<file path="config.mk">
export PLATFORM = sky130hd
export DESIGN_NAME = accel_baseline_motion_detect_flat
export DESIGN_NICKNAME = d
export VERILOG_FILES = /design/src/rtl/core/abmd_pkg.sv /design/src/rtl/core/abmd_req_if.sv /design/src/rtl/core/abmd_rsp_if.sv /design/src/rtl/core/abmd_accum.sv /design/src/rtl/core/abmd_mean.sv /design/src/rtl/core/abmd_judge.sv /design/src/rtl/core/accel_baseline_motion_detect.sv /design/src/flat_wrapper.sv
export SDC_FILE = /design/constraint.sdc
export NUM_CORES = 1
export LEC_CHECK = 0
export BUFFER_PORTS_ARGS = -buffer_cell sky130_fd_sc_hd__buf_2
export CORE_ASPECT_RATIO = 1.25
export CORE_UTILIZATION = 55
export DETAILED_ROUTE_END_ITERATION = 10
export GPL_TIMING_DRIVEN = 0
export PLACE_DENSITY = 0.73
export SLEW_MARGIN = 20
export SYNTH_ARGS = -nofsm -noshare
export SYNTH_HDL_FRONTEND = slang
export SYNTH_SLANG_ARGS = --single-unit
</file>
<file path="constraint.sdc">
create_clock -name clock -period 9.74 [get_ports clock]
set_clock_uncertainty 0.15 [all_clocks]
set_input_delay 1.461 -clock clock [delete_from_list [all_inputs] [get_ports clock]]
set_output_delay 1.461 -clock clock [all_outputs]
set_load 0.05 [all_outputs]
</file>
<file path="src/rtl/core/abmd_pkg.sv">
`default_nettype none

package abmd_pkg;

   localparam int SMP_W       = 12;
   localparam int SUM_W       = 18;
   localparam int CNT_W       = 7;
   localparam int MEAN_W      = 12;
   localparam int THR_W       = 12;
   localparam int RECIP_SHIFT = 25;
   localparam int RECIP_W     = 26;

   localparam logic [THR_W-1:0] THR_RESET = THR_W'(100);

   typedef enum logic {
      KIND_BASELINE = 1'b0,
      KIND_WINDOW   = 1'b1
   } kind_type;

   typedef struct packed {
      kind_type           kind;
      logic [SUM_W-1:0]   sum_x;
      logic [SUM_W-1:0]   sum_y;
      logic [SUM_W-1:0]   sum_z;
   } win_beat_type;

   typedef struct packed {
      kind_type           kind;
      logic [MEAN_W-1:0]  mean_x;
      logic [MEAN_W-1:0]  mean_y;
      logic [MEAN_W-1:0]  mean_z;
   } mean_beat_type;

   typedef struct packed {
      kind_type           result_kind;
      logic               moved;
      logic [MEAN_W-1:0]  delta_x;
      logic [MEAN_W-1:0]  delta_y;
      logic [MEAN_W-1:0]  delta_z;
   } rsp_beat_type;

endpackage

`default_nettype wire

</file>
<file path="src/rtl/core/abmd_req_if.sv">
`default_nettype none

interface abmd_req_if;
   import abmd_pkg::*;

   logic              valid;
   logic              ready;
   logic [SMP_W-1:0]  x_sample;
   logic [SMP_W-1:0]  y_sample;
   logic [SMP_W-1:0]  z_sample;

   modport source (output valid, output x_sample, output y_sample, output z_sample,
                   input ready);
   modport sink   (input valid, input x_sample, input y_sample, input z_sample,
                   output ready);
endinterface

`default_nettype wire

</file>
<file path="src/rtl/core/abmd_rsp_if.sv">
`default_nettype none

interface abmd_rsp_if;
   import abmd_pkg::*;

   logic               valid;
   logic               ready;
   logic               result_kind;
   logic               moved;
   logic [MEAN_W-1:0]  delta_x;
   logic [MEAN_W-1:0]  delta_y;
   logic [MEAN_W-1:0]  delta_z;

   modport source (output valid, output result_kind, output moved,
                   output delta_x, output delta_y, output delta_z, input ready);
   modport sink   (input valid, input result_kind, input moved,
                   input delta_x, input delta_y, input delta_z, output ready);
endinterface

`default_nettype wire

</file>
<file path="src/rtl/core/abmd_accum.sv">
`default_nettype none

module abmd_accum #(
   parameter int WINDOW_SIZE   = 16,
   parameter int BASELINE_SIZE = 32,
   parameter int SAMPLE_BITS   = 12
) (
   input  wire logic                  clock,
   input  wire logic                  reset,
   abmd_req_if.sink                   req_if,
   output logic                       win_valid_o,
   output abmd_pkg::win_beat_type     win_beat_o,
   input  wire logic                  win_ready_i
);
   import abmd_pkg::*;

   localparam int MASK_BITS = (SAMPLE_BITS < SMP_W) ? SAMPLE_BITS : SMP_W;
   localparam logic [SMP_W-1:0] SAMPLE_MASK = SMP_W'((64'd1 << MASK_BITS) - 64'd1);
   localparam logic [CNT_W-1:0] WIN_SPAN  = CNT_W'(WINDOW_SIZE);
   localparam logic [CNT_W-1:0] BASE_SPAN = CNT_W'(BASELINE_SIZE);

   logic [CNT_W-1:0]  count_ff, count_in;
   logic [SUM_W-1:0]  sum_x_ff, sum_x_in;
   logic [SUM_W-1:0]  sum_y_ff, sum_y_in;
   logic [SUM_W-1:0]  sum_z_ff, sum_z_in;
   logic              baseline_ready_ff, baseline_ready_in;
   logic              win_valid_ff, win_valid_in;
   win_beat_type      win_beat_ff, win_beat_in;

   logic              take;
   logic              last;
   logic [CNT_W-1:0]  span;
   logic [CNT_W-1:0]  count_next;
   logic [SUM_W-1:0]  sum_x_next, sum_y_next, sum_z_next;

   assign req_if.ready = !win_valid_ff || win_ready_i;
   assign take         = req_if.valid && req_if.ready;

   always_comb begin
      span       = baseline_ready_ff ? WIN_SPAN : BASE_SPAN;
      count_next = CNT_W'(count_ff + 1'b1);
      last       = (count_next == span);
      sum_x_next = SUM_W'(sum_x_ff + SUM_W'(req_if.x_sample & SAMPLE_MASK));
      sum_y_next = SUM_W'(sum_y_ff + SUM_W'(req_if.y_sample & SAMPLE_MASK));
      sum_z_next = SUM_W'(sum_z_ff + SUM_W'(req_if.z_sample & SAMPLE_MASK));

      count_in          = count_ff;
      sum_x_in          = sum_x_ff;
      sum_y_in          = sum_y_ff;
      sum_z_in          = sum_z_ff;
      baseline_ready_in = baseline_ready_ff;
      win_valid_in      = win_valid_ff && !win_ready_i;
      win_beat_in       = win_beat_ff;

      if (take) begin
         if (last) begin
            count_in          = '0;
            sum_x_in          = '0;
            sum_y_in          = '0;
            sum_z_in          = '0;
            baseline_ready_in = 1'b1;
            win_valid_in      = 1'b1;
            win_beat_in.kind  = baseline_ready_ff ? KIND_WINDOW : KIND_BASELINE;
            win_beat_in.sum_x = sum_x_next;
            win_beat_in.sum_y = sum_y_next;
            win_beat_in.sum_z = sum_z_next;
         end else begin
            count_in = count_next;
            sum_x_in = sum_x_next;
            sum_y_in = sum_y_next;
            sum_z_in = sum_z_next;
         end
      end
   end

   always_ff @(posedge clock) begin
      if (reset) begin
         count_ff          <= '0;
         sum_x_ff          <= '0;
         sum_y_ff          <= '0;
         sum_z_ff          <= '0;
         baseline_ready_ff <= 1'b0;
         win_valid_ff      <= 1'b0;
      end else begin
         count_ff          <= count_in;
         sum_x_ff          <= sum_x_in;
         sum_y_ff          <= sum_y_in;
         sum_z_ff          <= sum_z_in;
         baseline_ready_ff <= baseline_ready_in;
         win_valid_ff      <= win_valid_in;
      end
   end

   always_ff @(posedge clock) begin
      win_beat_ff <= win_beat_in;
   end

   assign win_valid_o = win_valid_ff;
   assign win_beat_o  = win_beat_ff;

   // count stays below the active span
   assert property (@(posedge clock) disable iff (reset) count_ff < span)
      else $error("sample count reached window span");

   // a completed span restarts the count and marks the baseline taken
   assert property (@(posedge clock) disable iff (reset)
      take && last |=> count_ff == '0 && baseline_ready_ff && win_valid_ff)
      else $error("span completion not recorded");

   // only the first completed span is a baseline beat
   assert property (@(posedge clock) disable iff (reset)
      take && last && baseline_ready_ff |=> win_beat_ff.kind == KIND_WINDOW)
      else $error("baseline beat issued twice");

endmodule

`default_nettype wire

</file>
<file path="src/rtl/core/abmd_mean.sv">
`default_nettype none

module abmd_mean #(
   parameter int WINDOW_SIZE   = 16,
   parameter int BASELINE_SIZE = 32
) (
   input  wire logic                  clock,
   input  wire logic                  reset,
   input  wire logic                  win_valid_i,
   input  abmd_pkg::win_beat_type     win_beat_i,
   output logic                       win_ready_o,
   output logic                       mean_valid_o,
   output abmd_pkg::mean_beat_type    mean_beat_o,
   input  wire logic                  mean_ready_i
);
   import abmd_pkg::*;

   localparam int PROD_W = SUM_W + RECIP_W;
   // exact for every 18 bit sum since the span fits the 7 bit count, so is at most 127
   localparam logic [RECIP_W-1:0] WIN_RECIP = RECIP_W'(
      ((longint'(1) << RECIP_SHIFT) + longint'(WINDOW_SIZE) - 1) / longint'(WINDOW_SIZE));
   localparam logic [RECIP_W-1:0] BASE_RECIP = RECIP_W'(
      ((longint'(1) << RECIP_SHIFT) + longint'(BASELINE_SIZE) - 1) / longint'(BASELINE_SIZE));

   logic              mean_valid_ff, mean_valid_in;
   mean_beat_type     mean_beat_ff, mean_beat_in;

   logic              take;
   logic [RECIP_W-1:0] recip;
   logic [PROD_W-1:0] prod_x, prod_y, prod_z;

   assign win_ready_o = !mean_valid_ff || mean_ready_i;
   assign take        = win_valid_i && win_ready_o;

   always_comb begin
      recip  = (win_beat_i.kind == KIND_WINDOW) ? WIN_RECIP : BASE_RECIP;
      prod_x = PROD_W'(win_beat_i.sum_x) * PROD_W'(recip);
      prod_y = PROD_W'(win_beat_i.sum_y) * PROD_W'(recip);
      prod_z = PROD_W'(win_beat_i.sum_z) * PROD_W'(recip);

      mean_valid_in = mean_valid_ff && !mean_ready_i;
      mean_beat_in  = mean_beat_ff;
      if (take) begin
         mean_valid_in       = 1'b1;
         mean_beat_in.kind   = win_beat_i.kind;
         mean_beat_in.mean_x = prod_x[RECIP_SHIFT +: MEAN_W];
         mean_beat_in.mean_y = prod_y[RECIP_SHIFT +: MEAN_W];
         mean_beat_in.mean_z = prod_z[RECIP_SHIFT +: MEAN_W];
      end
   end

   always_ff @(posedge clock) begin
      if (reset) begin
         mean_valid_ff <= 1'b0;
      end else begin
         mean_valid_ff <= mean_valid_in;
      end
   end

   always_ff @(posedge clock) begin
      mean_beat_ff <= mean_beat_in;
   end

   assign mean_valid_o = mean_valid_ff;
   assign mean_beat_o  = mean_beat_ff;

endmodule

`default_nettype wire

</file>
<file path="src/rtl/core/abmd_judge.sv">
`default_nettype none

module abmd_judge (
   input  wire logic                       clock,
   input  wire logic                       reset,
   input  wire logic                       mean_valid_i,
   input  abmd_pkg::mean_beat_type         mean_beat_i,
   output logic                            mean_ready_o,
   input  wire logic [abmd_pkg::THR_W-1:0] threshold_i,
   abmd_rsp_if.source                      rsp_if
);
   import abmd_pkg::*;

   logic               rsp_valid_ff, rsp_valid_in;
   rsp_beat_type       rsp_beat_ff, rsp_beat_in;
   logic [MEAN_W-1:0]  base_x_ff, base_x_in;
   logic [MEAN_W-1:0]  base_y_ff, base_y_in;
   logic [MEAN_W-1:0]  base_z_ff, base_z_in;

   logic               take;
   logic [MEAN_W-1:0]  dx, dy, dz;

   assign mean_ready_o = !rsp_valid_ff || rsp_if.ready;
   assign take         = mean_valid_i && mean_ready_o;

   always_comb begin
      dx = (mean_beat_i.mean_x > base_x_ff) ? mean_beat_i.mean_x - base_x_ff
                                            : base_x_ff - mean_beat_i.mean_x;
      dy = (mean_beat_i.mean_y > base_y_ff) ? mean_beat_i.mean_y - base_y_ff
                                            : base_y_ff - mean_beat_i.mean_y;
      dz = (mean_beat_i.mean_z > base_z_ff) ? mean_beat_i.mean_z - base_z_ff
                                            : base_z_ff - mean_beat_i.mean_z;

      rsp_valid_in = rsp_valid_ff && !rsp_if.ready;
      rsp_beat_in  = rsp_beat_ff;
      base_x_in    = base_x_ff;
      base_y_in    = base_y_ff;
      base_z_in    = base_z_ff;

      if (take) begin
         rsp_valid_in            = 1'b1;
         rsp_beat_in.result_kind = mean_beat_i.kind;
         if (mean_beat_i.kind == KIND_BASELINE) begin
            base_x_in           = mean_beat_i.mean_x;
            base_y_in           = mean_beat_i.mean_y;
            base_z_in           = mean_beat_i.mean_z;
            rsp_beat_in.moved   = 1'b0;
            rsp_beat_in.delta_x = '0;
            rsp_beat_in.delta_y = '0;
            rsp_beat_in.delta_z = '0;
         end else begin
            rsp_beat_in.moved   = (dx > threshold_i) || (dy > threshold_i)
                                  || (dz > threshold_i);
            rsp_beat_in.delta_x = dx;
            rsp_beat_in.delta_y = dy;
            rsp_beat_in.delta_z = dz;
         end
      end
   end

   always_ff @(posedge clock) begin
      if (reset) begin
         rsp_valid_ff <= 1'b0;
      end else begin
         rsp_valid_ff <= rsp_valid_in;
      end
   end

   always_ff @(posedge clock) begin
      rsp_beat_ff <= rsp_beat_in;
      base_x_ff   <= base_x_in;
      base_y_ff   <= base_y_in;
      base_z_ff   <= base_z_in;
   end

   assign rsp_if.valid       = rsp_valid_ff;
   assign rsp_if.result_kind = logic'(rsp_beat_ff.result_kind);
   assign rsp_if.moved       = rsp_beat_ff.moved;
   assign rsp_if.delta_x     = rsp_beat_ff.delta_x;
   assign rsp_if.delta_y     = rsp_beat_ff.delta_y;
   assign rsp_if.delta_z     = rsp_beat_ff.delta_z;

   // baseline beat carries no deviation
   assert property (@(posedge clock) disable iff (reset)
      rsp_valid_ff && rsp_beat_ff.result_kind == KIND_BASELINE |->
         !rsp_beat_ff.moved && rsp_beat_ff.delta_x == '0
         && rsp_beat_ff.delta_y == '0 && rsp_beat_ff.delta_z == '0)
      else $error("baseline beat with nonzero deviation");

   // a baseline beat loads the stored baseline (x and z are checked)
   assert property (@(posedge clock) disable iff (reset)
      take && mean_beat_i.kind == KIND_BASELINE |=>
         base_x_ff == $past(mean_beat_i.mean_x) && base_z_ff == $past(mean_beat_i.mean_z))
      else $error("baseline not captured");

endmodule

`default_nettype wire

</file>
<file path="src/rtl/core/accel_baseline_motion_detect.sv">
// a sample that completes a window or the baseline shows its result
//   on rsp once it has passed the sums, mean and result registers in turn
// throughput: one sample per cycle while rsp is ready; a stall on rsp backs up through the three registers
// reset: sums, sample count and baseline flag clear; motion threshold returns to 100
// the baseline is captured from the first BASELINE_SIZE samples after reset
`default_nettype none

module accel_baseline_motion_detect #(
   parameter int WINDOW_SIZE   = 16,
   parameter int BASELINE_SIZE = 32,
   parameter int SAMPLE_BITS   = 12
) (
   input  wire logic                       clock,
   input  wire logic                       reset,
   input  wire logic                       csr_we,
   input  wire logic [abmd_pkg::THR_W-1:0] csr_wdata,
   abmd_req_if.sink                        req_if,
   abmd_rsp_if.source                      rsp_if
);
   import abmd_pkg::*;

   logic [THR_W-1:0]  threshold_ff, threshold_in;

   logic              win_valid;
   win_beat_type      win_beat;
   logic              win_ready;
   logic              mean_valid;
   mean_beat_type     mean_beat;
   logic              mean_ready;

   assign threshold_in = csr_we ? csr_wdata : threshold_ff;

   always_ff @(posedge clock) begin
      if (reset) begin
         threshold_ff <= THR_RESET;
      end else begin
         threshold_ff <= threshold_in;
      end
   end

   abmd_accum #(
      .WINDOW_SIZE   (WINDOW_SIZE),
      .BASELINE_SIZE (BASELINE_SIZE),
      .SAMPLE_BITS   (SAMPLE_BITS)
   ) u_accum (
      .clock       (clock),
      .reset       (reset),
      .req_if      (req_if),
      .win_valid_o (win_valid),
      .win_beat_o  (win_beat),
      .win_ready_i (win_ready)
   );

   abmd_mean #(
      .WINDOW_SIZE   (WINDOW_SIZE),
      .BASELINE_SIZE (BASELINE_SIZE)
   ) u_mean (
      .clock        (clock),
      .reset        (reset),
      .win_valid_i  (win_valid),
      .win_beat_i   (win_beat),
      .win_ready_o  (win_ready),
      .mean_valid_o (mean_valid),
      .mean_beat_o  (mean_beat),
      .mean_ready_i (mean_ready)
   );

   abmd_judge u_judge (
      .clock        (clock),
      .reset        (reset),
      .mean_valid_i (mean_valid),
      .mean_beat_i  (mean_beat),
      .mean_ready_o (mean_ready),
      .threshold_i  (threshold_ff),
      .rsp_if       (rsp_if)
   );

endmodule

`default_nettype wire
</file>
<file path="src/flat_wrapper.sv">
// flat-port wrapper written by rule: the top's interface ports become plain ports
module accel_baseline_motion_detect_flat import abmd_pkg::*;
#(
   parameter int WINDOW_SIZE   = 16,
   parameter int BASELINE_SIZE = 32,
   parameter int SAMPLE_BITS   = 12
)
  (clock, reset, csr_we, csr_wdata, req_if_valid, req_if_x_sample, req_if_y_sample, req_if_z_sample, req_if_ready, rsp_if_valid, rsp_if_result_kind, rsp_if_moved, rsp_if_delta_x, rsp_if_delta_y, rsp_if_delta_z, rsp_if_ready);
  abmd_req_if req_if_i ();
  abmd_rsp_if rsp_if_i ();
  input  wire logic clock;
  input  wire logic reset;
  input  wire logic csr_we;
  input  wire logic [abmd_pkg::THR_W-1:0] csr_wdata;
  input wire logic [$bits(req_if_i.valid)-1:0] req_if_valid;
  input wire logic [$bits(req_if_i.x_sample)-1:0] req_if_x_sample;
  input wire logic [$bits(req_if_i.y_sample)-1:0] req_if_y_sample;
  input wire logic [$bits(req_if_i.z_sample)-1:0] req_if_z_sample;
  output wire logic [$bits(req_if_i.ready)-1:0] req_if_ready;
  output wire logic [$bits(rsp_if_i.valid)-1:0] rsp_if_valid;
  output wire logic [$bits(rsp_if_i.result_kind)-1:0] rsp_if_result_kind;
  output wire logic [$bits(rsp_if_i.moved)-1:0] rsp_if_moved;
  output wire logic [$bits(rsp_if_i.delta_x)-1:0] rsp_if_delta_x;
  output wire logic [$bits(rsp_if_i.delta_y)-1:0] rsp_if_delta_y;
  output wire logic [$bits(rsp_if_i.delta_z)-1:0] rsp_if_delta_z;
  input wire logic [$bits(rsp_if_i.ready)-1:0] rsp_if_ready;
  assign req_if_i.valid = req_if_valid;
  assign req_if_i.x_sample = req_if_x_sample;
  assign req_if_i.y_sample = req_if_y_sample;
  assign req_if_i.z_sample = req_if_z_sample;
  assign req_if_ready = req_if_i.ready;
  assign rsp_if_valid = rsp_if_i.valid;
  assign rsp_if_result_kind = rsp_if_i.result_kind;
  assign rsp_if_moved = rsp_if_i.moved;
  assign rsp_if_delta_x = rsp_if_i.delta_x;
  assign rsp_if_delta_y = rsp_if_i.delta_y;
  assign rsp_if_delta_z = rsp_if_i.delta_z;
  assign rsp_if_i.ready = rsp_if_ready;
  accel_baseline_motion_detect #(.WINDOW_SIZE(WINDOW_SIZE), .BASELINE_SIZE(BASELINE_SIZE), .SAMPLE_BITS(SAMPLE_BITS)) u_core (.clock(clock), .reset(reset), .csr_we(csr_we), .csr_wdata(csr_wdata), .req_if(req_if_i), .rsp_if(rsp_if_i));
endmodule
</file>
======== Yosys cells after proc, flatten, opt, wreduce, memory -nomap -nowiden ========
Cells that the tools add are included.
storage, ports and cells
  bits in registers ....................... 243
  latch bits .............................. 0
  RAM bits ................................ 0
  ROM bits ................................ 0
  output and inout port bits .............. 40
  word-level logic and storage cells ...... 79
  memories ................................ 0
operators by class
  $add $sub $neg .......................... 10
  $mul .................................... 3
  div/mod/pow operators ................... 0
  order comparisons ....................... 6
  eq/ne operators ......................... 1
  shift-type cells ........................ 0
  mux-type cells .......................... 14
  bitwise logic cells ..................... 1
  reduce and logical (&&, ||, !) cells .... 19
operators by type and width
  kind                                                           number
  18-bit by 22-bit multiplier with 37-bit output                 3
  12-bit greater-than comparator                                 6
  12-bit subtractor                                              6
  18-bit by 12-bit adder with 18-bit output                      3
  18-bit 2-to-1 mux                                              3
  12-bit 2-to-1 mux                                              3
  22-bit 2-to-1 mux                                              1
  7-bit by 1-bit adder with 7-bit output, second input constant  1
  7-bit by 6-bit == test with 1-bit output                       1
  7-bit 2-to-1 mux                                               1
  1-bit logical AND                                              6
  1-bit logical NOT                                              6
  6-bit 2-to-1 mux                                               1
  1-bit logical OR                                               5
  1-bit 2-to-1 mux                                               5
  2-bit AND reduction                                            2
  1-bit NOT                                                      1

======== Longest topological paths before layout ========
  word-level depth ........................ 7
  gate-level depth with buffers ........... 20

======== Modules after synthesis ========
Synthesis repeated with hierarchy kept, for this count alone.
second synthesis, totals
  cell total of the unflattened synthesis .. 1,749
  area total of the unflattened synthesis .. 17,825.8 sq um
by module, submodules not included
  module                        instances  cells an instance  area each (sq um)  seq. area each (sq um)
  abmd_judge                    1          678                6,657.6            2,242.2
  abmd_accum                    1          594                6,145.9            2,912.8
  abmd_mean                     1          438                4,576.9            1,131.1
  accel_baseline_motion_detect  1          39                 445.4              240.2

======== Worst setup path before layout ========
OpenSTA, ideal clock, no wires.
  path type ............................... input to register
  from .................................... in rsp_if_ready
  to ...................................... reg u_core.u_judge.base_x_ff[0], enable pin
  setup time .............................. 0.433 ns
  arrival ................................. 4.272 ns
  data required time ...................... 9.157 ns
  setup slack ............................. 4.885 ns
  stages .................................. 3
  path buffers ............................ 0
  cell sequence ........................... nand2b_1 > and2_1 > nor2b_1
between the ends
  word-level cells in the longest chain between the ends .. 3
ends and longest elaborated chain
  element                        RTL line            source
  start, declared                flat_wrapper.sv:26  input wire logic [$bits(rsp_if_i.ready)-1:0] rsp_if_ready;
  1-bit logical OR               abmd_judge.sv:23    assign mean_ready_o = !rsp_valid_ff || rsp_if.ready;
  1-bit logical AND              abmd_judge.sv:24    assign take = mean_valid_i && mean_ready_o;
  named net u_core.u_judge.take  abmd_judge.sv:20    logic take;
  2-bit AND reduction (no line)  -
  end signal, assigned           abmd_judge.sv:71    base_x_ff <= base_x_in;
  end, declared                  abmd_judge.sv:16    logic [MEAN_W-1:0] base_x_ff, base_x_in;
The timed path passes the listed nets, and every way through them passes these cells.
A chain may end at the register's enable or synchronous reset.

======== Worst setup path in the final report ========
  from .................................... reg u_core.u_accum.win_beat_ff (netlist bit u_core.u_accum.win_beat_o[54])
  to ...................................... reg u_core.u_mean.mean_beat_ff (netlist bit u_core.u_mean.mean_beat_o[22]) (data pin)
between the ends
  word-level cells in the longest chain between the ends .. 2
ends and longest elaborated chain
  element                                         RTL line          source
  start, declared                                 abmd_accum.sv:28  win_beat_type win_beat_ff, win_beat_in;
  start signal, assigned                          abmd_accum.sv:95  win_beat_ff <= win_beat_in;
  22-bit 2-to-1 mux                               abmd_mean.sv:36   recip = (win_beat_i.kind == KIND_WINDOW) ? WIN_RECIP : BASE_RECIP;
  18-bit by 22-bit multiplier with 37-bit output  abmd_mean.sv:38   prod_y = PROD_W'(win_beat_i.sum_y) * PROD_W'(recip);
  named net u_core.u_mean.prod_y[35]              abmd_mean.sv:30   logic [PROD_W-1:0] prod_x, prod_y, prod_z;
  end signal, assigned                            abmd_mean.sv:61   mean_beat_ff <= mean_beat_in;
  end, declared                                   abmd_mean.sv:26   mean_beat_type mean_beat_ff, mean_beat_in;
The timed path passes the listed nets, and every way through them passes these cells.

==> results_dict.tcl <==
set metrics [dict create \
    cp_slowest_stage_delay_ns 0.55 \
    min_period_ns 5.18 \
    layout.nets 2167 \
    yosysWarningCount 0 \
    grt_pass1_wl_um 55100 \
    slew_headroom_pct 41.6 \
    drt_iter0_drc 490 \
    crit_slowest_cell "clkbuf_1" \
    drt-total-wl_um 33600 \
    r2r_end "u_core.u_mean.mean_beat_o[22]" \
    yosysMostFrequentCell "ha_1" \
    grt_max_degree 33 \
    rsz0062_at_grt "no" \
    num_rows 71 \
    critPathCapture "u_core.u_mean.mean_beat_o[22]" \
    cts_tree "done" \
    cap_violations 0 \
    grt_usage_pct 21.8 \
    num_io_pins 93 \
    power_density_nw_per_um2 122 \
    via_per_inst 5.45 \
    h-tree-depth 1 \
    synth-edff-count 157 \
    cts_sinks 231 \
    cp_max_fo 10 \
    clock_path_buffers 3 \
    fmax_ghz 0.193 \
    synth_cell_type_count 74 \
    synth_area_leaders "edfxtp_1 28%, ha_1 20%, dfxtp_1 8.8%, xnor2_1 4.0%, inv_1 3.6%" \
    arrival_ns 5.30 \
    rrSetupSlack_ns 4.56 \
    diodes 0 \
    wl_per_cell_um 15.0 \
    routed-wl-met3_um 958 \
    highest_layer "met4" \
    dieWidth_um 159 \
    worstPathRequired_ns 9.86 \
    finalHoldViolCount 0 \
    crit_top_cell "ha_1" \
    crit_type "register to register" \
    dr.pass1.iters 5 \
    die_area_um2 31400 \
    gr-total-overflow 0 \
    async_flop_share_pct 0 \
    synthTopCellsByCount "276 x ha_1, 160 x inv_1, 157 x edfxtp_1" \
    synth_ff_type "edfxtp_1" \
    via_count 12200 \
    fp.coreArea_um2 30100 \
    p_total_uw 2290 \
    ys_ff_latch 231 \
    cts_hold_buf 0 \
    yosysSeqAreaShare_pct 36.7 \
    antenna_left 0 \
    setup_viol 0 \
    placement.io_buffers 91 \
    run_status "complete, no violations" \
    areaGrowthSynthToFinish_pct 11.4 \
    cts_buffers 25 \
    hold_path_depth 2 \
    dpl.hpwl_um 27300 \
    synth.top_cell.area_share_pct 27.9 \
    hold_path.class "register to register" \
    p_leak_uw 0.00864 \
    tightest_slew_ns 0.854 \
    clkLatencyLatePin_ns 0.53 \
    ctsRootBufferMaster "clkbuf_16" \
    synth_top_area_cell "edfxtp_1" \
    setup_tns_ns 0 \
    finalCritPeriodShare_pct 53.1 \
    worstSetupStartpointType "register" \
    dr_wl_met2_um 17300 \
    final_layout_size_suffix_gt1_share_pct 9.96 \
    whs_ns 0.303 \
    initial_core_util_pct 56.0 \
    reg2reg_from "u_core.u_accum.win_beat_o[54]" \
    antenna_found_initial 0 \
    path_clk_slew_ns 0.06 \
    peakVddDrop_mv 0.162 \
    syn_inst 1684 \
    drc 0 \
    end_kind "register" \
    m1WireLength_um 14300 \
    maxSlewViolCount 0 \
    postLayoutCoreUtil_pct 62.4 \
    cp-startpoint "u_core.u_accum.win_beat_o[54]" \
    netlist_area_um2 16900 \
    cts_resized 0 \
    reg2reg_depth 18 \
    post_cts_buffers 0 \
    die_y_um 198 \
    crit_chain "clkbuf_1 -> clkbuf_1 -> clkbuf_1 -> and2_1 -> ha_1 -> ha_1 -> ha_1 -> a21o_1 -> ha_1 -> fa_1 -> a21o_1 -> a21oi_1 -> inv_1 -> a31oi_1 -> nor2_1 -> o21a_1 -> o21ai_0 -> xnor2_1" \
    grt_pass1_vias 11800 \
    place.gp.congestion 0.915 \
    synth.avg_cell_area_um2 10.0 \
]
## cell type report
cell class                 count  area (um2)
multi-input combinational   1259        9940
sequential                   231        6200
clock inverter                 9        71.3
inverter                     160         601
timing repair buffer          95         558
fill                        2513       11300
tap                          401         502
clock buffer                  36         728
buffer                        48         205
## critical path: cells and delay by family (launching register included)
kind / cells / cell delay (ns)
adders and majority gates: 5 / 1.30
and+or+nand+nor: 2 / 0.30
DFF: 1 / 0.36
buffers and inverters: 4 / 1.49
AOI/OAI and AO/OA: 6 / 1.21
xor gates and xnor gates: 1 / 0.10
## per-stage QoR
| step | std cells | instance area, um2 | setup slack (ns) |
|---|---|---|---|
| 2_1_floorplan | 1698 | 16900 | 4.89 |
| 3_3_place_gp | 2190 | 17900 | 3.68 |
| 3_5_place_dp | 2194 | 18000 | 4.51 |
| 4_1_cts | 2239 | 18800 | 4.48 |
| 5_1_grt | 2239 | 18800 | 4.24 |
| 6_report | 2239 | 18800 | 4.56 |
## state kept, by name (all words and copies together), names as in the netlist, 7 cells and up
name	cells
u_core.u_accum.win_beat_o	46
u_core.u_mean.mean_beat_o	37
u_core.u_accum.sum_x_ff	17
u_core.u_accum.sum_y_ff	17
u_core.u_accum.sum_z_ff	17
u_core.threshold_ff	12
u_core.u_judge.base_x_ff	12
u_core.u_judge.base_y_ff	12
u_core.u_judge.base_z_ff	12
u_core.u_judge.rsp_if.delta_x	12
u_core.u_judge.rsp_if.delta_y	12
u_core.u_judge.rsp_if.delta_z	12
u_core.u_accum.count_ff	7
## kinds of logic after synthesis
logic type	Yosys count	share of synthesized area, %
AND/OR/NAND/NOR	415	12.7
AO/OA/AOI/OAI	383	14.9
adder cells (fa/ha/maj)	294	22.6
flip-flops	231	36.7
buffers and inverters	208	4.77
XOR/XNOR	113	5.86
multiplexers	39	2.40
other	1	0.0222
## layout by cell type (no fill, tap or decap), types with 6 or more instances in the layout
master,synthesis,routed
ha_1,276,276
inv_1,160,159
edfxtp_1,157,157
nor2_1,111,111
buf_2,13,104
a21oi_1,103,103
xnor2_1,77,77
dfxtp_1,74,74
nand2_1,73,73
and2_1,72,71
o21ai_0,69,69
a21o_1,54,54
nor2b_1,53,51
clkbuf_1,30,36
xor2_1,36,36
mux2i_1,27,27
clkbuf_16,0,26
nand3_1,25,25
a22oi_1,25,25
o21a_1,20,20
o21bai_1,18,18
fa_1,18,18
nor3_1,16,16
a31oi_1,15,15
conb_1,1,15
nand4_1,13,13
nand2b_1,12,12
and3_1,12,12
o211ai_1,11,11
mux2_2,11,11
a22o_1,10,10
or3_1,8,8
o22ai_1,6,6
a211oi_1,6,6
## per-layer routing
metal | vias up | track usage (%)
li1 | 6241 | -
met4 | 0 | 7.19
met2 | 212 | 41.7
met1 | 5688 | 25.0
met5 | - | 0
met3 | 60 | 2.06
## how the worst min path moves through the flow
stage,from,to
after CTS,u_core.u_mean.mean_valid_o,u_core.u_judge.rsp_if.valid
after detailed placement,u_core.u_mean.mean_valid_o,u_core.u_judge.rsp_if.valid
after global placement,u_core.u_mean.mean_valid_o,u_core.u_judge.rsp_if.valid
after floorplan,u_core.u_accum.win_beat_o[54],u_core.u_mean.mean_beat_o[36]
after global routing,u_core.u_mean.mean_valid_o,u_core.u_judge.rsp_if.valid
final,u_core.u_mean.mean_valid_o,u_core.u_judge.rsp_if.valid
## power breakdown
group	leakage (uW)	switching (uW)	internal (uW)
Clock	0.000386	386	524
Combinational	0.00624	169	125
Sequential	0.00201	16.0	1070
Total	0.00864	571	1720
No activity file was read; power rests on OpenSTA's default activity.
